[src/crt_pkg.sv]
// ----------------------------------------------------------------------------
// crt_pkg: shared types, constants and trig tables of the circle tessellator
// Fixed-point widths, the segment job word passed from front to back, the
// cos/sin boundary tables built at elaboration, and the saturating helpers.
// ----------------------------------------------------------------------------
package crt_pkg;

	localparam int SEGMENTS  = 36;
	localparam int COORD_W   = 24;
	localparam int RAD_W     = 23;
	localparam int PROG_W    = 18;
	localparam int PROG_FRAC = 16;
	localparam int VC_W      = 17;
	localparam int LIMIT_W   = 16;
	localparam int TRIG_W    = 17;
	localparam int IDX_W     = $clog2(SEGMENTS + 1);
	localparam int NRAW_W    = PROG_W + IDX_W - PROG_FRAC;
	localparam int PROD_W    = TRIG_W + RAD_W + 1;
	localparam int SUM_W     = COORD_W + 3;
	localparam int RND_SH    = 15;
	localparam int QUO_W     = PROD_W - RND_SH;
	localparam int QDEPTH    = 2;
	localparam int QPTR_W    = (QDEPTH > 1) ? $clog2(QDEPTH) : 1;
	localparam int QCNT_W    = $clog2(QDEPTH + 1);

	localparam logic [LIMIT_W-1:0] LIMIT_RESET = '1;
	localparam longint Q30_ONE = 64'sd1 <<< 30;

	typedef logic [SEGMENTS:0][TRIG_W-1:0] tab_t;

	// One drawn circle as handed to the segment engine
	typedef struct packed {
		logic signed [COORD_W-1:0] cx;
		logic signed [COORD_W-1:0] cy;
		logic signed [COORD_W-1:0] apex;
		logic [RAD_W-1:0]          fr;
		logic [RAD_W-1:0]          rad;
		logic [IDX_W-1:0]          n;
		logic                      fill;
		logic                      border;
	} job_t;

	// Quarter-turn phase to radians in Q30
	function automatic longint rad_q30(input longint r);
		return ((r & 64'sd16383) * 64'sd6746518852) >>> 16;
	endfunction

	// Sine in Q30 by truncating Horner steps, series to x^11
	function automatic longint sin_q30(input longint r);
		longint x, x2, t;
		x  = rad_q30(r);
		x2 = (x * x) >>> 30;
		t  = Q30_ONE;
		t  = Q30_ONE - ((x2 * t) >>> 30) / 110;
		t  = Q30_ONE - ((x2 * t) >>> 30) / 72;
		t  = Q30_ONE - ((x2 * t) >>> 30) / 42;
		t  = Q30_ONE - ((x2 * t) >>> 30) / 20;
		t  = Q30_ONE - ((x2 * t) >>> 30) / 6;
		if (t < 0) t = 0;
		return (x * t) >>> 30;
	endfunction

	// Cosine in Q30, series to x^12, each step floored at zero
	function automatic longint cos_q30(input longint r);
		longint x, x2, t;
		x  = rad_q30(r);
		x2 = (x * x) >>> 30;
		t  = Q30_ONE;
		t  = Q30_ONE - ((x2 * t) >>> 30) / 132;
		if (t < 0) t = 0;
		t  = Q30_ONE - ((x2 * t) >>> 30) / 90;
		if (t < 0) t = 0;
		t  = Q30_ONE - ((x2 * t) >>> 30) / 56;
		if (t < 0) t = 0;
		t  = Q30_ONE - ((x2 * t) >>> 30) / 30;
		if (t < 0) t = 0;
		t  = Q30_ONE - ((x2 * t) >>> 30) / 12;
		if (t < 0) t = 0;
		t  = Q30_ONE - ((x2 * t) >>> 30) / 2;
		if (t < 0) t = 0;
		return t;
	endfunction

	function automatic longint to_q15(input longint v);
		return (v + 64'sd16384) >>> 15;
	endfunction

	// Build the cos or sin value of every segment boundary
	function automatic tab_t build_tab(input bit want_sin);
		tab_t   tab;
		longint ph, q, r, sv, cv, c, s;
		tab = '0;
		for (int j = 0; j <= SEGMENTS; j++) begin
			ph = ((longint'(j) * 131072 + SEGMENTS) / (2 * SEGMENTS)) & 64'sd65535;
			q  = ph >>> 14;
			r  = ph & 64'sd16383;
			sv = to_q15(sin_q30(r));
			cv = to_q15(cos_q30(r));
			case (q)
				0: begin
					c = cv;
					s = sv;
				end
				1: begin
					c = -sv;
					s = cv;
				end
				2: begin
					c = -cv;
					s = -sv;
				end
				default: begin
					c = sv;
					s = -cv;
				end
			endcase
			tab[j] = want_sin ? TRIG_W'(s) : TRIG_W'(c);
		end
		return tab;
	endfunction

	localparam tab_t COS_TAB = build_tab(1'b0);
	localparam tab_t SIN_TAB = build_tab(1'b1);

	// Clamp a widened sum to the signed coordinate range
	function automatic logic signed [COORD_W-1:0] sat_coord(input logic [SUM_W-1:0] v);
		logic [SUM_W-COORD_W:0] top;
		top = v[SUM_W-1:COORD_W-1];
		if (top == '0 || top == '1) begin
			return v[COORD_W-1:0];
		end else if (v[SUM_W-1]) begin
			return {1'b1, {(COORD_W-1){1'b0}}};
		end else begin
			return {1'b0, {(COORD_W-1){1'b1}}};
		end
	endfunction

	// Center plus rounded product, saturated
	function automatic logic signed [COORD_W-1:0] place(
		input logic signed [COORD_W-1:0] c,
		input logic signed [PROD_W-1:0]  p
	);
		logic signed [PROD_W-1:0] pr;
		logic [SUM_W-1:0]         sum;
		pr  = p + $signed(PROD_W'(16384));
		sum = {{(SUM_W-COORD_W){c[COORD_W-1]}}, c}
			+ {{(SUM_W-QUO_W){pr[PROD_W-1]}}, pr[PROD_W-1:RND_SH]};
		return sat_coord(sum);
	endfunction

endpackage

[src/crt_queue.sv]
// ----------------------------------------------------------------------------
// crt_queue: short job queue between intake and segment engine
// A small FIFO of circle jobs so either side can stall on its own.
// ----------------------------------------------------------------------------
module crt_queue import crt_pkg::*; (
	input  logic clk,
	input  logic arst_n,
	input  logic push_valid,
	output logic push_ready,
	input  job_t push_job,
	output logic pop_valid,
	input  logic pop_ready,
	output job_t pop_job
);

	job_t              mem_q [QDEPTH];
	logic [QPTR_W-1:0] wr_q, rd_q;
	logic [QCNT_W-1:0] cnt_q;
	logic              do_push, do_pop;

	assign push_ready = cnt_q != QCNT_W'(QDEPTH);
	assign pop_valid  = cnt_q != '0;
	assign pop_job    = mem_q[rd_q];
	assign do_push    = push_valid && push_ready;
	assign do_pop     = pop_valid && pop_ready;

	function automatic logic [QPTR_W-1:0] bump(input logic [QPTR_W-1:0] p);
		return (p == QPTR_W'(QDEPTH - 1)) ? '0 : p + QPTR_W'(1);
	endfunction

	// Advance pointers and occupancy
	always_ff @(posedge clk or negedge arst_n) begin
		if (!arst_n) begin
			wr_q  <= '0;
			rd_q  <= '0;
			cnt_q <= '0;
		end else begin
			if (do_push) wr_q <= bump(wr_q);
			if (do_pop) rd_q <= bump(rd_q);
			if (do_push && !do_pop) begin
				cnt_q <= cnt_q + QCNT_W'(1);
			end else if (do_pop && !do_push) begin
				cnt_q <= cnt_q - QCNT_W'(1);
			end
		end
	end

	// Store the pushed job
	always_ff @(posedge clk) begin
		if (do_push) mem_q[wr_q] <= push_job;
	end

endmodule

[config.mk]
export PLATFORM = sky130hd
export DESIGN_NAME = crt_queue
export DESIGN_NICKNAME = d
export VERILOG_FILES = /design/src/crt_pkg.sv /design/src/crt_queue.sv
export SDC_FILE = /design/constraint.sdc
export NUM_CORES = 1
export LEC_CHECK = 0
export ABC_AREA = 1
export BUFFER_PORTS_ARGS = -buffer_cell sky130_fd_sc_hd__buf_2
export CORE_ASPECT_RATIO = 0.7
export CORE_MARGIN = 2
export CORE_UTILIZATION = 40
export DETAILED_ROUTE_END_ITERATION = 7
export GPL_ROUTABILITY_DRIVEN = 0
export GPL_TIMING_DRIVEN = 0
export PLACE_DENSITY_LB_ADDON = 0.2
export SKIP_CTS_REPAIR_TIMING = 1
export SLEW_MARGIN = 20
export SYNTH_ARGS = -nofsm -noshare
export SYNTH_HDL_FRONTEND = slang
export SYNTH_SLANG_ARGS = --single-unit
[constraint.sdc]
create_clock -name clk -period 10.1 [get_ports clk]
set_input_delay 2.02 -clock clk [delete_from_list [all_inputs] [get_ports clk]]
set_output_delay 2.02 -clock clk [all_outputs]
set_load 0.02 [all_outputs]
==> results.md <==
* Cell Area, Synth at around 9300 um^2
* Switching share of total power at between 30% and 40%
* P_sw at 1.402 mW
* Power Dens Cells at about 310 nW/um^2
* Core Footprint at around 23000 um^2
* Required time of the critical path at a little over 8000 ps
* LEAKAGE at 5.243 nW
* Slew @ Worst Pin at about 640 ps
* Worst Path Buf+Inv at 3
* Layout cells sized above 1 at 32.44%
* Setup CP Type: reg -> out
* Drt first pass iters at 4
* Outcome: finished clean
* GR Overflow Total at 0
* # IOs at 258
* Fraction of registers with async set/reset at 1.563%
* Seq/Total Area, Yosys at a little over 80%
* H-tree levels at 1
* Post-Synthesis Cells at 686
* Synth warn at 0
* First-pass GRT wire length at a little over 30000 um
* Mapped Nets at 817
* Power Total at about 3.8 mW
* Gr usage total at about 16%
* Slowest stage delay, CP at 490 ps
* Die span in x at 186.7 um
* Crit end category: primary output
* Initial Util at between 40% and 50%
* Synth cell types at 14
* CP arrival at about 2000 ps
* Clk sink count at 256
* Post-Route Setup TNS at 0 ps
* CP max FO at 10
* RSZ-0062 raised after global routing: false
* Post-route DRC at 0
* EDFF count, synth at between 200 and 300
* # fillers at roughly 2000
* Commonest cells in the synthesized netlist: 388 x nand2_1, 252 x edfxtp_1, 12 x buf_2
* Area grow syn2layout at 30.16%
* Initial DRC count at 244
* Final setup fails at 0
* Reg2Reg Launch Point: cnt_q[0]$_DFFE_PN0P_
* CP Launch Point: rd_q$_DFFE_PN0P_
* Number of max-cap violations at 0
* Max IR drop VDD at around 0.00015 V
* Crit path cell chain: inv_2 -> clkbuf_1 -> nand2_1 -> nand2_1 -> buf_2
* Top cells by area, synth: edfxtp_1 81%, nand2_1 16%, dfrtp_1 1.1%
* Max Freq at about 0.25 GHz
* Pint at 2.424 mW
* Area share of the leading cell type in the synthesized netlist at between 80 and 90%
* Power share of the combinational group at 37.1%
* Reg power frac at about two fifths
* Startpoint Class: register
* Count of final max-slew check failures at 0
* Worst Hold Class: reg -> reg
* Clock Power Share at approximately a quarter
* Most frequent cell after synthesis: nand2_1
* Layout Nets at between 1000 and 1500
* Vias in the first global route at 5535
* Top cell by count, worst path: nand2_1
* Relative slew slack at 57.11%
* Vias/cell at between 4 and 5
* Std-Cell Rows at 46
* Worst path top cell family by delay: buffers and inverters
* Avg Cell Area, Syn at approximately 14 um^2
* Drt total wl at a little under 20000 um
* Die ar. at 24610 um^2
* Count of final hold-check violations at 0
* Post-DP HPWL at roughly 14000 um
* Max Root-Sink Buffers at 3
* CTS tree: done
* Yosys reg bits at approximately 260
* Routed length per placed instance at roughly 15 um
* CTS Buf Count at 26
* Hold Path Origin: cnt_q[1]$_DFFE_PN0P_
* Die height at about 130 um
* Period utilization at 39.97%
* Skew-Pair Late Insertion Delay at between 500 and 600 ps
* Clock Skew at ~7 ps
* Clk root buf: clkbuf_16
* Largest net degree at the start of global routing at 26
* CP max stage cell: clkbuf_1
* PortBufs at roughly 260
* Yosys top cell by area: edfxtp_1
* Clock slew at reported path FFs at 60 ps
* Min Tclk post-route at between 4000 and 5000 ps
* Most used DFF post-synth: edfxtp_1
* Post-DRT Antenna Nets at 0
* Initial antenna violation count at 4
* Vias at slightly below 6000
## power groups by stage
stage	clock [mW]	combinational, mW	sequential, mW
after global routing	0.976	1.56	1.52
after global placement	0	1.34	1.61
after detailed placement	0	1.45	1.52
final	0.908	1.42	1.50
after CTS	0.933	1.45	1.50
after floorplan	0	0.844	1.57
## layout make-up
| class | instances | area, um^2 | share of cell area [%] |
|---|---|---|---|
| diodes | 3 | 7.507 | 0.06173 |
| plain buffers | 27 | 138.9 | 1.142 |
| clock buffers | 34 | 701.9 | 5.772 |
| clock inverters | 13 | 108.9 | 0.8952 |
| inverters | 7 | 26.28 | 0.2161 |
| multi-input cells | 396 | 1525 | 12.54 |
| flip-flops and latches | 256 | 7667 | 63.05 |
| well taps | 312 | 390.4 | 3.210 |
| repair buffers | 269 | 1594 | 13.11 |
## cell usage in the layout, fill, tap and decap left out, drive strengths merged
cell / n
dfrtp: 4
xor2: 1
nand2: 388
nand4: 1
diode: 3
nand3: 2
nor2: 2
clkbuf: 43
clkinv: 11
edfxtp: 252
xnor2: 1
buf: 287
ha: 1
bufinv: 2
inv: 7
## registers in the layout, summed over array words and instances, names as in the netlist
register  count
mem_q       252
cnt_q         2
rd_q          1
wr_q          1
## logic make-up (layout without fill, tap and decap cells)
logic type,count (synthesis),count (layout),share of synthesized area (%)
xor gates and xnor gates,2,2,0.1875
adders and majority gates,1,1,0.1339
buffers and inverters,34,350,1.768
DFF,256,256,82.07
other,0,3,0
and+or+nand+nor,393,393,15.84
## layer usage
layer	share of wire [%]	GRT usage, %
met5	0.13	0
met4	2.1	3.704
met3	10	6.468
met2	44	23.77
met1	44	21.32
## path summary, 6_finish.rpt
check | end | slack, ps | cells past startpoint
worst max-delay path | pop_job[5] | 6060 | 5
worst min-delay path | cnt_q[1]$_DFFE_PN0P_ | 510 | 2
worst max register to register | mem_q[1][36]$_DFFE_PP_ | 7880 | 7
worst min register to register | cnt_q[1]$_DFFE_PN0P_ | 510 | 2
max in group asynchronous | cnt_q[0]$_DFFE_PN0P_ | 8680 | 1
min in group asynchronous | rd_q$_DFFE_PN0P_ | 1290 | 1
## worst register-to-register path, delay by kind of cell (launching register included)
kind | cells | cell delay, ps
buf+inv | 4 | 710
flops | 1 | 390
simple gates | 3 | 800
## metrics by stage
step | hold WS (ps) | setup slack (ps) | util [%] | cell area [um^2] | cells
6_report | 508.7 | 6063 | 53.35 | 12160 | 1317
5_1_grt | 555.6 | 5891 | 53.32 | 12150 | 1314
4_1_cts | 509.8 | 5958 | 53.32 | 12150 | 1314
3_5_place_dp | 496.3 | 6282 | 49.76 | 11340 | 1267
3_3_place_gp | 488.2 | -1197 | 48.35 | 11020 | 1255
2_1_floorplan | 462.5 | 2115 | - | 9343 | 686
Note: power is estimated with default switching activity, not from simulation.
