File: config.mk
export PLATFORM = sky130hd
export DESIGN_NAME = crt_front_flat
export DESIGN_NICKNAME = d
export VERILOG_FILES = /design/src/crt_pkg.sv /design/src/crt_ifs.sv /design/src/crt_front.sv /design/src/flat_wrapper.sv
export SDC_FILE = /design/constraint.sdc
export NUM_CORES = 1
export LEC_CHECK = 0
export ABC_AREA = 1
export BUFFER_PORTS_ARGS = -buffer_cell sky130_fd_sc_hd__buf_2
export CAP_MARGIN = 20
export CORE_ASPECT_RATIO = 0.6
export CORE_UTILIZATION = 56
export CTS_CLUSTER_SIZE = 12
export DETAILED_ROUTE_END_ITERATION = 8
export PLACE_DENSITY_LB_ADDON = 0.12
export SLEW_MARGIN = 30
export SYNTH_ARGS = -nofsm -noshare
export SYNTH_HDL_FRONTEND = slang
export SYNTH_SLANG_ARGS = --single-unit
File: constraint.sdc
create_clock -name clk -period 13.9 [get_ports clk]
set_clock_uncertainty 0.05 [all_clocks]
set_input_delay 4.17 -clock clk [delete_from_list [all_inputs] [get_ports clk]]
set_output_delay 4.17 -clock clk [all_outputs]
set_load 0.1 [all_outputs]
File: src/crt_pkg.sv
// ----------------------------------------------------------------------------
// crt_pkg: shared types, constants and trig tables of the circle tessellator
// Fixed-point widths, the segment job word passed from front to back, the
// cos/sin boundary tables built at elaboration, and the saturating helpers.
// ----------------------------------------------------------------------------
package crt_pkg;

	localparam int SEGMENTS  = 36;
	localparam int COORD_W   = 24;
	localparam int RAD_W     = 23;
	localparam int PROG_W    = 18;
	localparam int PROG_FRAC = 16;
	localparam int VC_W      = 17;
	localparam int LIMIT_W   = 16;
	localparam int TRIG_W    = 17;
	localparam int IDX_W     = $clog2(SEGMENTS + 1);
	localparam int NRAW_W    = PROG_W + IDX_W - PROG_FRAC;
	localparam int PROD_W    = TRIG_W + RAD_W + 1;
	localparam int SUM_W     = COORD_W + 3;
	localparam int RND_SH    = 15;
	localparam int QUO_W     = PROD_W - RND_SH;
	localparam int QDEPTH    = 2;
	localparam int QPTR_W    = (QDEPTH > 1) ? $clog2(QDEPTH) : 1;
	localparam int QCNT_W    = $clog2(QDEPTH + 1);

	localparam logic [LIMIT_W-1:0] LIMIT_RESET = '1;
	localparam longint Q30_ONE = 64'sd1 <<< 30;

	typedef logic [SEGMENTS:0][TRIG_W-1:0] tab_t;

	// One drawn circle as handed to the segment engine
	typedef struct packed {
		logic signed [COORD_W-1:0] cx;
		logic signed [COORD_W-1:0] cy;
		logic signed [COORD_W-1:0] apex;
		logic [RAD_W-1:0]          fr;
		logic [RAD_W-1:0]          rad;
		logic [IDX_W-1:0]          n;
		logic                      fill;
		logic                      border;
	} job_t;

	// Quarter-turn phase to radians in Q30
	function automatic longint rad_q30(input longint r);
		return ((r & 64'sd16383) * 64'sd6746518852) >>> 16;
	endfunction

	// Sine in Q30 by truncating Horner steps, series to x^11
	function automatic longint sin_q30(input longint r);
		longint x, x2, t;
		x  = rad_q30(r);
		x2 = (x * x) >>> 30;
		t  = Q30_ONE;
		t  = Q30_ONE - ((x2 * t) >>> 30) / 110;
		t  = Q30_ONE - ((x2 * t) >>> 30) / 72;
		t  = Q30_ONE - ((x2 * t) >>> 30) / 42;
		t  = Q30_ONE - ((x2 * t) >>> 30) / 20;
		t  = Q30_ONE - ((x2 * t) >>> 30) / 6;
		if (t < 0) t = 0;
		return (x * t) >>> 30;
	endfunction

	// Cosine in Q30, series to x^12, each step floored at zero
	function automatic longint cos_q30(input longint r);
		longint x, x2, t;
		x  = rad_q30(r);
		x2 = (x * x) >>> 30;
		t  = Q30_ONE;
		t  = Q30_ONE - ((x2 * t) >>> 30) / 132;
		if (t < 0) t = 0;
		t  = Q30_ONE - ((x2 * t) >>> 30) / 90;
		if (t < 0) t = 0;
		t  = Q30_ONE - ((x2 * t) >>> 30) / 56;
		if (t < 0) t = 0;
		t  = Q30_ONE - ((x2 * t) >>> 30) / 30;
		if (t < 0) t = 0;
		t  = Q30_ONE - ((x2 * t) >>> 30) / 12;
		if (t < 0) t = 0;
		t  = Q30_ONE - ((x2 * t) >>> 30) / 2;
		if (t < 0) t = 0;
		return t;
	endfunction

	function automatic longint to_q15(input longint v);
		return (v + 64'sd16384) >>> 15;
	endfunction

	// Build the cos or sin value of every segment boundary
	function automatic tab_t build_tab(input bit want_sin);
		tab_t   tab;
		longint ph, q, r, sv, cv, c, s;
		tab = '0;
		for (int j = 0; j <= SEGMENTS; j++) begin
			ph = ((longint'(j) * 131072 + SEGMENTS) / (2 * SEGMENTS)) & 64'sd65535;
			q  = ph >>> 14;
			r  = ph & 64'sd16383;
			sv = to_q15(sin_q30(r));
			cv = to_q15(cos_q30(r));
			case (q)
				0: begin
					c = cv;
					s = sv;
				end
				1: begin
					c = -sv;
					s = cv;
				end
				2: begin
					c = -cv;
					s = -sv;
				end
				default: begin
					c = sv;
					s = -cv;
				end
			endcase
			tab[j] = want_sin ? TRIG_W'(s) : TRIG_W'(c);
		end
		return tab;
	endfunction

	localparam tab_t COS_TAB = build_tab(1'b0);
	localparam tab_t SIN_TAB = build_tab(1'b1);

	// Clamp a widened sum to the signed coordinate range
	function automatic logic signed [COORD_W-1:0] sat_coord(input logic [SUM_W-1:0] v);
		logic [SUM_W-COORD_W:0] top;
		top = v[SUM_W-1:COORD_W-1];
		if (top == '0 || top == '1) begin
			return v[COORD_W-1:0];
		end else if (v[SUM_W-1]) begin
			return {1'b1, {(COORD_W-1){1'b0}}};
		end else begin
			return {1'b0, {(COORD_W-1){1'b1}}};
		end
	endfunction

	// Center plus rounded product, saturated
	function automatic logic signed [COORD_W-1:0] place(
		input logic signed [COORD_W-1:0] c,
		input logic signed [PROD_W-1:0]  p
	);
		logic signed [PROD_W-1:0] pr;
		logic [SUM_W-1:0]         sum;
		pr  = p + $signed(PROD_W'(16384));
		sum = {{(SUM_W-COORD_W){c[COORD_W-1]}}, c}
			+ {{(SUM_W-QUO_W){pr[PROD_W-1]}}, pr[PROD_W-1:RND_SH]};
		return sat_coord(sum);
	endfunction

endpackage

File: src/crt_ifs.sv
// ----------------------------------------------------------------------------
// crt_ifs: channel interfaces of the circle tessellator
// Circle input, segment output and the vertex limit write channel.
// ----------------------------------------------------------------------------
interface crt_circle_if import crt_pkg::*; ();
	logic                      valid;
	logic                      ready;
	logic                      frame_start;
	logic signed [COORD_W-1:0] center_x;
	logic signed [COORD_W-1:0] center_y;
	logic [RAD_W-1:0]          radius;
	logic [RAD_W-1:0]          ring_width;
	logic [PROG_W-1:0]         arc_progress;

	modport source (
		output valid, frame_start, center_x, center_y, radius, ring_width,
			arc_progress,
		input  ready
	);
	modport sink (
		input  valid, frame_start, center_x, center_y, radius, ring_width,
			arc_progress,
		output ready
	);
endinterface


interface crt_cfg_if import crt_pkg::*; ();
	logic               valid;
	logic               ready;
	logic [LIMIT_W-1:0] data;

	modport source (output valid, data, input ready);
	modport sink (input valid, data, output ready);
endinterface

File: src/crt_front.sv
// ----------------------------------------------------------------------------
// crt_front: circle intake and vertex budget
// Registers each circle, works out segment count and fill radius, applies
// the per-frame vertex budget and pushes drawn circles to the job queue.
// ----------------------------------------------------------------------------
module crt_front import crt_pkg::*; (
	input  logic       clk,
	input  logic       arst_n,
	crt_circle_if.sink circle,
	crt_cfg_if.sink    cfg,
	output logic       push_valid,
	input  logic       push_ready,
	output job_t       push_job
);

	logic                      valid_s1;
	logic                      fs_s1;
	logic signed [COORD_W-1:0] cx_s1;
	logic signed [COORD_W-1:0] cy_s1;
	logic [RAD_W-1:0]          rad_s1;
	logic [RAD_W-1:0]          bw_s1;
	logic [RAD_W-1:0]          fr_s1;
	logic [IDX_W-1:0]          n_s1;
	logic                      zero_s1;

	logic [VC_W-1:0]    vc_q;
	logic               stop_q;
	logic [LIMIT_W-1:0] limit_q;

	logic [PROG_W+IDX_W-1:0] prodp;
	logic [NRAW_W-1:0]       nraw;
	logic [IDX_W-1:0]        n_in;
	logic [RAD_W-1:0]        fr_in;

	logic [VC_W-1:0]  vc_eff, vc_a, vc_new, n3, n6, lim;
	logic             stop_eff, active, fill_want, border_want;
	logic             fill_fail, fill_ok, border_chk, border_fail, border_ok;
	logic             emit, ok;
	logic [SUM_W-1:0] apex_sum;

	// Segment count and fill radius at intake
	assign prodp = (PROG_W+IDX_W)'(SEGMENTS) * (PROG_W+IDX_W)'(circle.arc_progress);
	assign nraw  = prodp[PROG_W+IDX_W-1:PROG_FRAC];
	always_comb begin
		if (nraw > NRAW_W'(SEGMENTS)) begin
			n_in = IDX_W'(SEGMENTS);
		end else if (nraw == '0) begin
			n_in = IDX_W'(1);
		end else begin
			n_in = nraw[IDX_W-1:0];
		end
	end
	assign fr_in = (circle.radius > circle.ring_width) ?
		circle.radius - circle.ring_width : '0;

	// Budget check: fill first, then border
	assign vc_eff      = fs_s1 ? '0 : vc_q;
	assign stop_eff    = fs_s1 ? 1'b0 : stop_q;
	assign n3          = VC_W'(3) * VC_W'(n_s1);
	assign n6          = VC_W'(6) * VC_W'(n_s1);
	assign lim         = VC_W'(limit_q);
	assign active      = !stop_eff && !zero_s1;
	assign fill_want   = fr_s1 != '0;
	assign border_want = bw_s1 != '0 && rad_s1 != '0;
	assign fill_fail   = active && fill_want && (vc_eff + n3 > lim);
	assign fill_ok     = active && fill_want && !fill_fail;
	assign vc_a        = fill_ok ? vc_eff + n3 : vc_eff;
	assign border_chk  = active && !fill_fail && border_want;
	assign border_fail = border_chk && (vc_a + n6 > lim);
	assign border_ok   = border_chk && !border_fail;
	assign vc_new      = border_ok ? vc_a + n6 : vc_a;
	assign emit        = fill_ok || border_ok;

	// Retire the held circle once its job is queued or it is dropped
	assign ok           = valid_s1 && (!emit || push_ready);
	assign circle.ready = !valid_s1 || ok;
	assign cfg.ready    = 1'b1;

	assign apex_sum = {{(SUM_W-COORD_W){cx_s1[COORD_W-1]}}, cx_s1}
		+ SUM_W'(fr_s1);

	assign push_valid      = valid_s1 && emit;
	assign push_job.cx     = cx_s1;
	assign push_job.cy     = cy_s1;
	assign push_job.apex   = fill_ok ? sat_coord(apex_sum) : '0;
	assign push_job.fr     = fr_s1;
	assign push_job.rad    = rad_s1;
	assign push_job.n      = n_s1;
	assign push_job.fill   = fill_ok;
	assign push_job.border = border_ok;

	// Hold control state and the vertex limit register
	always_ff @(posedge clk or negedge arst_n) begin
		if (!arst_n) begin
			valid_s1 <= 1'b0;
			vc_q     <= '0;
			stop_q   <= 1'b0;
			limit_q  <= LIMIT_RESET;
		end else begin
			if (cfg.valid) limit_q <= cfg.data;
			if (circle.valid && circle.ready) begin
				valid_s1 <= 1'b1;
			end else if (ok) begin
				valid_s1 <= 1'b0;
			end
			if (ok) begin
				vc_q   <= vc_new;
				stop_q <= stop_eff || fill_fail || border_fail;
			end
		end
	end

	// Capture the circle word
	always_ff @(posedge clk) begin
		if (circle.valid && circle.ready) begin
			fs_s1   <= circle.frame_start;
			cx_s1   <= circle.center_x;
			cy_s1   <= circle.center_y;
			rad_s1  <= circle.radius;
			bw_s1   <= circle.ring_width;
			fr_s1   <= fr_in;
			n_s1    <= n_in;
			zero_s1 <= circle.arc_progress == '0;
		end
	end

endmodule

File: src/flat_wrapper.sv
// flat-port wrapper written by rule: the top's interface ports become plain ports
module crt_front_flat import crt_pkg::*;
  (clk, arst_n, push_valid, push_ready, push_job, circle_valid, circle_frame_start, circle_center_x, circle_center_y, circle_radius, circle_ring_width, circle_arc_progress, circle_ready, cfg_valid, cfg_data, cfg_ready);
  crt_circle_if circle_i ();
  crt_cfg_if cfg_i ();
  input  logic clk;
  input  logic arst_n;
  output logic push_valid;
  input  logic push_ready;
  output job_t push_job;
  input wire logic [$bits(circle_i.valid)-1:0] circle_valid;
  input wire logic [$bits(circle_i.frame_start)-1:0] circle_frame_start;
  input wire logic [$bits(circle_i.center_x)-1:0] circle_center_x;
  input wire logic [$bits(circle_i.center_y)-1:0] circle_center_y;
  input wire logic [$bits(circle_i.radius)-1:0] circle_radius;
  input wire logic [$bits(circle_i.ring_width)-1:0] circle_ring_width;
  input wire logic [$bits(circle_i.arc_progress)-1:0] circle_arc_progress;
  output wire logic [$bits(circle_i.ready)-1:0] circle_ready;
  input wire logic [$bits(cfg_i.valid)-1:0] cfg_valid;
  input wire logic [$bits(cfg_i.data)-1:0] cfg_data;
  output wire logic [$bits(cfg_i.ready)-1:0] cfg_ready;
  assign circle_i.valid = circle_valid;
  assign circle_i.frame_start = circle_frame_start;
  assign circle_i.center_x = circle_center_x;
  assign circle_i.center_y = circle_center_y;
  assign circle_i.radius = circle_radius;
  assign circle_i.ring_width = circle_ring_width;
  assign circle_i.arc_progress = circle_arc_progress;
  assign circle_ready = circle_i.ready;
  assign cfg_i.valid = cfg_valid;
  assign cfg_i.data = cfg_data;
  assign cfg_ready = cfg_i.ready;
  crt_front u_core (.clk(clk), .arst_n(arst_n), .circle(circle_i), .cfg(cfg_i), .push_valid(push_valid), .push_ready(push_ready), .push_job(push_job));
endmodule
==> impl_metrics.yaml, run 1 <==
status:
  status: "finished clean"
grt:
  grt_pass1_vias: 9364
  antenna_found_initial: 2
  grt_max_degree: 71
  grt-ovfl-total: 0
  track_usage_pct: 32.1
  grt_pass1_wl_um: 51600
yosys:
  synth-edff-count: 125
  syn_area_per_cell_um2: 8.49
  synth_seq_cells: 160
  synth_ff_type: "edfxtp_1"
  synth_warnings: 0
  async_flop_share_pct: 21.9
  synthCells: 1360
  syn_area_mm2: 0.0116
  seq_area_frac_synth_pct: 40.2
  synth_area_leader_cell: "edfxtp_1"
  synth_top_area_share_pct: 32.5
  synth_fp_nets: 1633
  synth_area_leaders: "edfxtp_1 32%, ha_1 14%, nand2_1 11%, inv_1 5.9%, a21oi_1 4.2%"
  ys_types: 53
cells_and_area:
  syn2layout_area_growth_pct: 19.2
  diodes: 0
  drive_gt1_share_pct: 22.0
  nets: 1899
  fin_util_pct: 68.5
worst_setup_path:
  endpoint_kind: "output pin"
  cp-endpoint: "circle_ready"
  cpPeakStageDelay_ps: 440
  crit_fanout: 25
  critical_path_class: "reg2out"
  r2r-start: "u_core.fs_s1"
  r2r-end: "u_core.cx_s1[8]"
  cp_common_cell: "nand2_1"
  worstPathRequired_ps: 9680
  crit_slowest_cell: "edfxtp_1"
  regToRegSetupSlack_ps: 4350
  cp-start-kind: "flop"
  arrival_ps: 8730
  reg2reg_depth: 51
  cp-startpoint: "u_core.fs_s1"
min_path:
  worstHoldPathType: "reg2reg"
clock_tree:
  cts_tree: "yes"
  clkLatencyLatePin_ps: 440
  clock-sinks: 160
  ctsHoldBuffers: 0
  clk_path_buf_depth: 2
  h-tree-depth: 4
  cts_inserted_buffers: 17
  clockRootBuffer: "clkbuf_16"
  path_clk_slew_ps: 70
timing:
  max_freq_mhz: 77.2
  rsz0062_at_grt: "false"
  worst_pin_slew_ps: 804
  setup_viol: 0
  timing_hold_violations_final: 0
  report.final.slew_viol_count: 0
  period_share_pct: 93.1
  period_needed_ps: 12950
  max_slew_margin_pct: 45.8
  fin_setup_tns_ps: 0
detailed_routing:
  ant_nets: 0
  via_per_inst: 5.42
  routed_wl_um: 33800
  vias: 10400
  drc: 0
  drt_iter0_drc: 1224
  first_pass_iters: 5
  avgRoutedWirePerCell_um: 17.7
floorplanning:
  start_util_pct: 57.4
  placementRows: 40
  die_h_um: 113
  die_width_um: 187
  core-area_mm2: 0.0201
  io_pins: 263
  die_area_mm2: 0.0212
place:
  portBuffers: 261
  gp_congestion: 0.961
  dp.final_hpwl_um: 27300
power:
  power_density_mw_per_mm2: 190
  irDropWorstVdd_mv: 0.207
  power.leakage_uw: 0.00693
run:
  max-cap-violations: 0
==> layout make-up <==
| class | instances | area (um2) |
|---|---|---|
| Clock buffer | 17 | 425 |
| Clock inverter | 15 | 196 |
| Fill cell | 1659 | 6340 |
| Inverter | 187 | 704 |
| Multi-Input combinational cell | 990 | 6070 |
| Sequential cell | 160 | 4650 |
| Tap cell | 273 | 342 |
| Timing Repair Buffer | 270 | 1390 |
==> critical path, delay by kind of cell (launching register included) <==
family          cells  cell delay (ps)
compound gates      8             1290
xor+xnor            1              300
flops               1              440
buf+inv            10             1420
fa+ha+maj           6             1960
simple gates       24             2840
==> routing by layer <==
layer	share of wire [%]	vias up	wire length, um	global-route usage (%)
met2	38	543	12800	41.8
li1	-	5090	-	-
met1	49	4692	16500	50.9
met3	12	35	4060	9.93
met5	0.065	-	22	0
met4	1.3	4	445	6.94
==> worst min path at each step <==
stage	start	endpoint	cells after the start
final	u_core.vc_q[0]	u_core.vc_q[0]	2
after global routing	u_core.vc_q[0]	u_core.vc_q[0]	2
after CTS	u_core.vc_q[7]	u_core.vc_q[7]	2
after detailed placement	u_core.vc_q[7]	u_core.vc_q[7]	2
after global placement	u_core.vc_q[6]	u_core.vc_q[6]	2
after floorplan	u_core.vc_q[0]	u_core.vc_q[0]	2
==> flip-flops by register name, indices dropped and copies added (netlist names) <==
signal           cells
u_core.bw_s1        23
u_core.cy_s1        24
u_core.cx_s1        24
u_core.fs_s1         1
u_core.n_s1          6
u_core.vc_q         17
u_core.valid_s1      1
u_core.zero_s1       1
u_core.stop_q        1
u_core.fr_s1        23
u_core.rad_s1       23
u_core.limit_q      16
==> cell usage in the layout, fill, tap and decap left out, types with 3 or more instances in the layout <==
| cell | synthesis | routed |
|---|---|---|
| buf_2 | 2 | 260 |
| clkbuf_16 | 0 | 17 |
| nand2_4 | 3 | 3 |
| nor4_1 | 20 | 20 |
| a211oi_1 | 3 | 3 |
| edfxtp_1 | 125 | 125 |
| ha_1 | 129 | 129 |
| nor2_2 | 4 | 4 |
| nand2_1 | 335 | 334 |
| nand3b_1 | 3 | 3 |
| nand2_2 | 12 | 13 |
| a21o_1 | 6 | 6 |
| inv_8 | 0 | 3 |
| clkinv_8 | 0 | 3 |
| xnor2_1 | 25 | 25 |
| o21ai_0 | 58 | 58 |
| buf_4 | 3 | 8 |
| nor3_1 | 17 | 17 |
| nor2_4 | 4 | 4 |
| or2_2 | 5 | 5 |
| o21a_1 | 4 | 4 |
| nand3_1 | 62 | 62 |
| a21oi_1 | 97 | 96 |
| xor2_1 | 35 | 35 |
| o21bai_1 | 7 | 7 |
| dfstp_2 | 16 | 16 |
| or4_1 | 3 | 3 |
| inv_2 | 4 | 4 |
| fa_1 | 10 | 10 |
| dfrtp_1 | 19 | 19 |
| nand3_2 | 2 | 3 |
| nand4_1 | 22 | 22 |
| inv_6 | 0 | 4 |
| inv_1 | 183 | 182 |
| nor2_1 | 97 | 97 |
| o21ai_1 | 3 | 3 |
==> what timing repair did <==
action                                  CTS  global route
setup buffers                             0             6
hold endpoints to repair                  0             0
endpoints found under the setup margin    0             3
gates resized for setup                   0             2
==> where the power goes <==
part | switching (uW) | total (uW) | internal (uW)
Sequential | 44.0 | 630 | 586
Combinational | 1110 | 1500 | 390
Clock | 218 | 493 | 274
Total | 1370 | 2620 | 1250
==> through the flow <==
stage / total power, uW / std cells / cell area [um2] / setup WS [ps] / hold slack (ps)
after floorplan: 1770 / 1360 / 11600 / 665 / 392
after global placement: 2080 / 1873 / 13100 / 1070 / 404
after detailed placement: 2100 / 1873 / 13100 / 910 / 411
after CTS: 2590 / 1905 / 13700 / 366 / 426
after global routing: 2780 / 1912 / 13800 / 93.9 / 445
final: 2620 / 1912 / 13800 / 952 / 422
==> cells in the mapped netlist (3+ instances only) <==
| master | count |
|---|---|
| or4_1 | 3 |
| a211oi_1 | 3 |
| o21a_1 | 4 |
| inv_1 | 183 |
| nand2_1 | 335 |
| nor4_1 | 20 |
| o21ai_1 | 3 |
| xor2_1 | 35 |
| buf_6 | 3 |
| nand2_2 | 12 |
| nand3_1 | 62 |
| nor2_1 | 97 |
| buf_4 | 3 |
| xnor2_1 | 25 |
| nor3_1 | 17 |
| edfxtp_1 | 125 |
| nor2_4 | 4 |
| a21oi_1 | 97 |
| a21o_1 | 6 |
| nand2_4 | 3 |
| fa_1 | 10 |
| inv_2 | 4 |
| ha_1 | 129 |
| nand3b_1 | 3 |
| or2_2 | 5 |
| nor2_2 | 4 |
| dfstp_2 | 16 |
| dfrtp_1 | 19 |
| o21bai_1 | 7 |
| nand4_1 | 22 |
| clkbuf_1 | 14 |
| o21ai_0 | 58 |
==> cell families (layout without fill, tap and decap cells) <==
group / after synthesis / in the layout / synth area share (%)
buf+inv: 211 / 489 / 7.36
compound gates: 190 / 190 / 8.97
fa+ha+maj: 139 / 139 / 15.7
flops: 160 / 160 / 40.2
simple gates: 597 / 598 / 22.8
xor+xnor: 61 / 61 / 4.79
mux: 1 / 1 / 0.0975
other cells: 1 / 1 / 0.0325
No activity file was read; power rests on OpenSTA's default activity.
==> run 2, diff against run 1 <==
--- a/config.mk
+++ b/config.mk
@@ -9,7 +9,8 @@
 export BUFFER_PORTS_ARGS = -buffer_cell sky130_fd_sc_hd__buf_2
 export CAP_MARGIN = 20
 export CORE_ASPECT_RATIO = 0.6
-export CORE_UTILIZATION = 56
+export CORE_UTILIZATION = 57
+export CTS_BUF_LIST = sky130_fd_sc_hd__clkbuf_2
 export CTS_CLUSTER_SIZE = 12
 export DETAILED_ROUTE_END_ITERATION = 8
 export PLACE_DENSITY_LB_ADDON = 0.12
==> impl_metrics.yaml, run 2 (synthesis results as in run 1) <==
cells_and_area:
  design_area_mm2: 0.0135
  fill_cells: 1614
  syn2layout_area_growth_pct: 16.6
  drive_gt1_share_pct: 22.4
  nets: 1904
  reg_top3: "u_core.cx_s1 x24, u_core.cy_s1 x24"
  fin_util_pct: 69.4
  final_common_cell: "nand2_1"
  layout_common_cells: "334 x nand2_1, 261 x buf_2, 182 x inv_1, 129 x ha_1, 125 x edfxtp_1"
timing:
  rsz0062_at_grt: "false"
  max_freq_mhz: 76.1
  timing_hold_violations_final: 0
  max_slew_margin_pct: 41.4
  period_needed_ps: 13140
  worst_pin_slew_ps: 879
  setup_viol: 0
  fin_setup_tns_ps: 0
  report.final.slew_viol_count: 0
  period_share_pct: 94.5
place:
  dp.final_hpwl_um: 27900
  dpl_cell_area_mm2: 0.0131
  gp_congestion: 0.992
  portBuffers: 261
detailed_routing:
  drt_iter0_drc: 1116
  drc: 0
  first_pass_iters: 5
  ant_nets: 0
  vias: 10500
  routed_wl_um: 34000
  avgRoutedWirePerCell_um: 17.8
  via_per_inst: 5.50
clock_tree:
  clockRootBuffer: "clkbuf_2"
  path_clk_slew_ps: 260
  clkLatencyLatePin_ps: 780
  clock-sinks: 160
  cts_inserted_buffers: 17
  cts_tree: "yes"
  clk_path_buf_depth: 2
  h-tree-depth: 4
grt:
  antenna_found_initial: 1
  track_usage_pct: 32.6
  grt-ovfl-total: 0
  grt_pass1_wl_um: 50800
  grt_pass1_vias: 9300
  grt_max_degree: 69
floorplanning:
  core-area_mm2: 0.0194
  die_area_mm2: 0.0209
  die_h_um: 112
  placementRows: 39
  start_util_pct: 59.5
  die_width_um: 186
  io_pins: 263
worst_setup_path:
  cpPeakStageDelay_ps: 510
  crit_slowest_cell: "edfxtp_1"
  cp-startpoint: "u_core.fs_s1"
  cp_common_cell: "nand2_1"
  endpoint_kind: "output pin"
  crit_cells: 47
  arrival_ps: 8920
  reg2reg_depth: 49
  crit_fanout: 12
  cp_top_family: "simple AND/OR/NAND/NOR gates"
  path_buf_inv: 8
  regToRegSetupSlack_ps: 4460
  cp-endpoint: "circle_ready"
  cp-start-kind: "flop"
  worstPathRequired_ps: 9680
  r2r-end: "u_core.fr_s1[2]"
  r2r-start: "u_core.fs_s1"
  critical_path_class: "reg2out"
min_path:
  worstHoldPathType: "reg2reg"
run:
  max-cap-violations: 0
power:
  irDropWorstVdd_mv: 0.177
  power_density_mw_per_mm2: 181
  power.leakage_uw: 0.00684
status:
  status: "finished clean"
## run 2: report_power, final
group	total, uW	internal [uW]	leakage [uW]	switching (uW)
combinational	1520	394	0.00504	1130
sequential	627	586	0.00162	41.7
clock	295	109	0.000172	185
total	2440	1090	0.00684	1350
## run 2: worst min-delay path, cell delays in order (launching register included)
cell and delay [ps]:
dfrtp_1 400, nand2_1 50, nand2_1 50
## run 2: per-stage QoR
| step | std cells | worst slack [ps] | power [uW] | hold slack (ps) |
|---|---|---|---|---|
| global placement | 1867 | 955 | 2100 | 407 |
| detailed placement | 1867 | 751 | 2110 | 411 |
| global route | 1911 | 28.2 | 2600 | 484 |
| floorplan | 1360 | 665 | 1770 | 392 |
| finish | 1911 | 760 | 2440 | 459 |
| CTS | 1903 | 101 | 2400 | 459 |
## run 2: cell type report
class	instances	area (um2)	area share [%]
timing repair buffer	274	1400	10.4
sequential	160	4650	34.5
tap	266	333	2.47
inverter	187	704	5.23
clock buffer	18	90.1	0.669
antenna	1	2.50	0.0186
clock inverter	14	198	1.47
multi-input combinational	991	6090	45.2
## run 2: worst min path at each step
stage / from / endpoint / slack (ps) / depth (start not counted)
after floorplan: u_core.vc_q[0] / u_core.vc_q[0] / 390 / 2
after global placement: u_core.vc_q[0] / u_core.vc_q[0] / 410 / 2
after detailed placement: u_core.vc_q[2] / u_core.vc_q[2] / 410 / 2
after CTS: u_core.vc_q[2] / u_core.vc_q[2] / 460 / 2
after global routing: u_core.vc_q[12] / u_core.vc_q[12] / 480 / 2
final: u_core.vc_q[2] / u_core.vc_q[2] / 460 / 2
## run 2: what timing repair did
item,4_1_cts,5_1_grt
cloned,0,2
hold buffers,0,0
setup endpoints to repair,3,3
setup buffers,4,5
gates resized for setup,0,4
pin swaps,0,3
## run 2: layer usage
metal  track usage (%)  up-vias  share of wire (%)  wire length (um)
li1                  -     5116                  -                 -
met1              54.4     4758                 50             17000
met2              41.4      618                 37             12600
met3              8.73       22                 12              4210
met4              5.41        0               0.71               241
met5                 0        -                  0                 0
==> run 3, diff against run 2 <==
--- a/config.mk
+++ b/config.mk
@@ -9,7 +9,7 @@
 export BUFFER_PORTS_ARGS = -buffer_cell sky130_fd_sc_hd__buf_2
 export CAP_MARGIN = 20
 export CORE_ASPECT_RATIO = 0.6
-export CORE_UTILIZATION = 57
+export CORE_UTILIZATION = 50
 export CTS_BUF_LIST = sky130_fd_sc_hd__clkbuf_2
 export CTS_CLUSTER_SIZE = 12
 export DETAILED_ROUTE_END_ITERATION = 8
==> impl_metrics.yaml, run 3 (synthesis results as in run 1) <==
status:
  status: "finished clean"
worst_setup_path:
  cp-endpoint: "circle_ready"
  cp-startpoint: "u_core.fs_s1"
  r2r-end: "u_core.cx_s1[1]"
  reg2reg_depth: 47
  regToRegSetupSlack_ps: 4420
  cp-start-kind: "flop"
  cp_common_cell: "nand2_1"
  crit_fanout: 18
  r2r-start: "u_core.fs_s1"
  arrival_ps: 9040
  critical_path_class: "reg2out"
  crit_cells: 44
  path_buf_inv: 7
  crit_slowest_cell: "edfxtp_1"
  endpoint_kind: "output pin"
  worstPathRequired_ps: 9680
  cpPeakStageDelay_ps: 530
  cp_top_family: "simple AND/OR/NAND/NOR gates"
cells_and_area:
  reg_top3: "u_core.cx_s1 x24, u_core.cy_s1 x24"
  final_common_cell: "nand2_1"
  drive_gt1_share_pct: 22.3
  layout_common_cells: "334 x nand2_1, 261 x buf_2, 182 x inv_1, 129 x ha_1, 125 x edfxtp_1"
  fill_cells: 2056
  nets: 1900
  fin_util_pct: 60.3
  regArea_mm2: 0.00465
  syn2layout_area_growth_pct: 16.5
  multi_input_area_mm2: 0.00609
  design_area_mm2: 0.0135
detailed_routing:
  ant_nets: 0
  drt_iter0_drc: 933
  drc: 0
  via_per_inst: 5.30
  avgRoutedWirePerCell_um: 17.8
  routed_wl_um: 34700
  first_pass_iters: 5
  vias: 10300
min_path:
  hp-start: "u_core.vc_q[4]"
  worstHoldPathType: "reg2reg"
grt:
  grt_pass1_wl_um: 51900
  track_usage_pct: 29.2
  grt-ovfl-total: 0
  grt_max_degree: 83
  antenna_found_initial: 5
  grt_pass1_vias: 9360
timing:
  worst_pin_slew_ps: 834
  setup_viol: 0
  fin_setup_tns_ps: 0
  max_freq_mhz: 75.4
  period_share_pct: 95.4
  report.final.slew_viol_count: 0
  layout_setup_ws_ps: 644
  period_needed_ps: 13260
  max_slew_margin_pct: 43.8
  timing_hold_violations_final: 0
clock_tree:
  clkLatencyLatePin_ps: 800
  cts_tree: "yes"
  h-tree-depth: 4
  clockRootBuffer: "clkbuf_2"
  ctsHoldBuffers: 0
  path_clk_slew_ps: 260
  cts_inserted_buffers: 17
  clk_path_buf_depth: 2
  clock-sinks: 160
floorplanning:
  start_util_pct: 51.7
  die_area_mm2: 0.0237
  io_pins: 263
  die_width_um: 198
  die_h_um: 120
  core-area_mm2: 0.0223
  placementRows: 42
run:
  max-cap-violations: 0
place:
  dp_slack_ps: 969
  dp.final_hpwl_um: 28300
  dpl_cell_area_mm2: 0.0131
  portBuffers: 261
  gp_congestion: 0.920
power:
  power.leakage_uw: 0.00678
  power_density_mw_per_mm2: 178
  p_total_uw: 2390
  irDropWorstVdd_mv: 0.0999
run 3: changes by cell type in the layout (fill, tap and decap cells not counted), moves of 2 or more:
cell | previous run | this run
clkinv_8 | 1 | 4
buf_4 | 13 | 8
clkinvlp_4 | 0 | 2
bufinv_16 | 3 | 0
inv_6 | 4 | 2
clkinv_4 | 2 | 4
run 3: final cells by class:
type	instances	area share, %
multi-input cells	991	45.2
flip-flops and latches	160	34.5
repair buffers	270	10.2
inverters	187	5.23
well taps	308	2.86
clock inverters	15	1.24
clock buffers	17	0.632
diodes	2	0.0372
run 3: how the worst min path moves through the flow:
stage	slack, ps	cells past startpoint	to
floorplan	390	2	u_core.vc_q[0]
global placement	410	2	u_core.vc_q[6]
detailed placement	410	2	u_core.vc_q[16]
CTS	470	2	u_core.vc_q[16]
global route	490	2	u_core.vc_q[0]
finish	460	2	u_core.vc_q[4]
run 3: worst register-to-register path: cells and delay by family, from the launching register on:
family	cells	cell delay, ps
simple gates	23	2540
buf+inv	9	2030
fa+ha+maj	5	1710
compound gates	8	1560
xor+xnor	2	600
flops	1	530
run 3: repair_timing:
item                       CTS  global route
setup buffers                0             5
gates resized for setup      0             3
setup endpoints to repair    0             3
run 3: power by group:
group	internal, uW	switching [uW]	leakage, uW
registers	586	42.2	0.00162
logic	386	1120	0.00502
clock network	59.2	205	0.000142
run 3: metal layers:
metal	routed length, um	part of all wire, %	vias up	global-route usage (%)
met1	18500	53	4750	48.7
met4	142	0.41	6	3.49
li1	-	-	5096	-
met5	41	0.12	-	0
met3	3760	11	17	8.66
met2	12300	35	471	36.5
run 3: metrics by stage:
step,hold slack (ps),std cells
detailed placement,411,1909
global route,487,1949
floorplan,392,1360
finish,464,1950
global placement,405,1909
CTS,468,1941
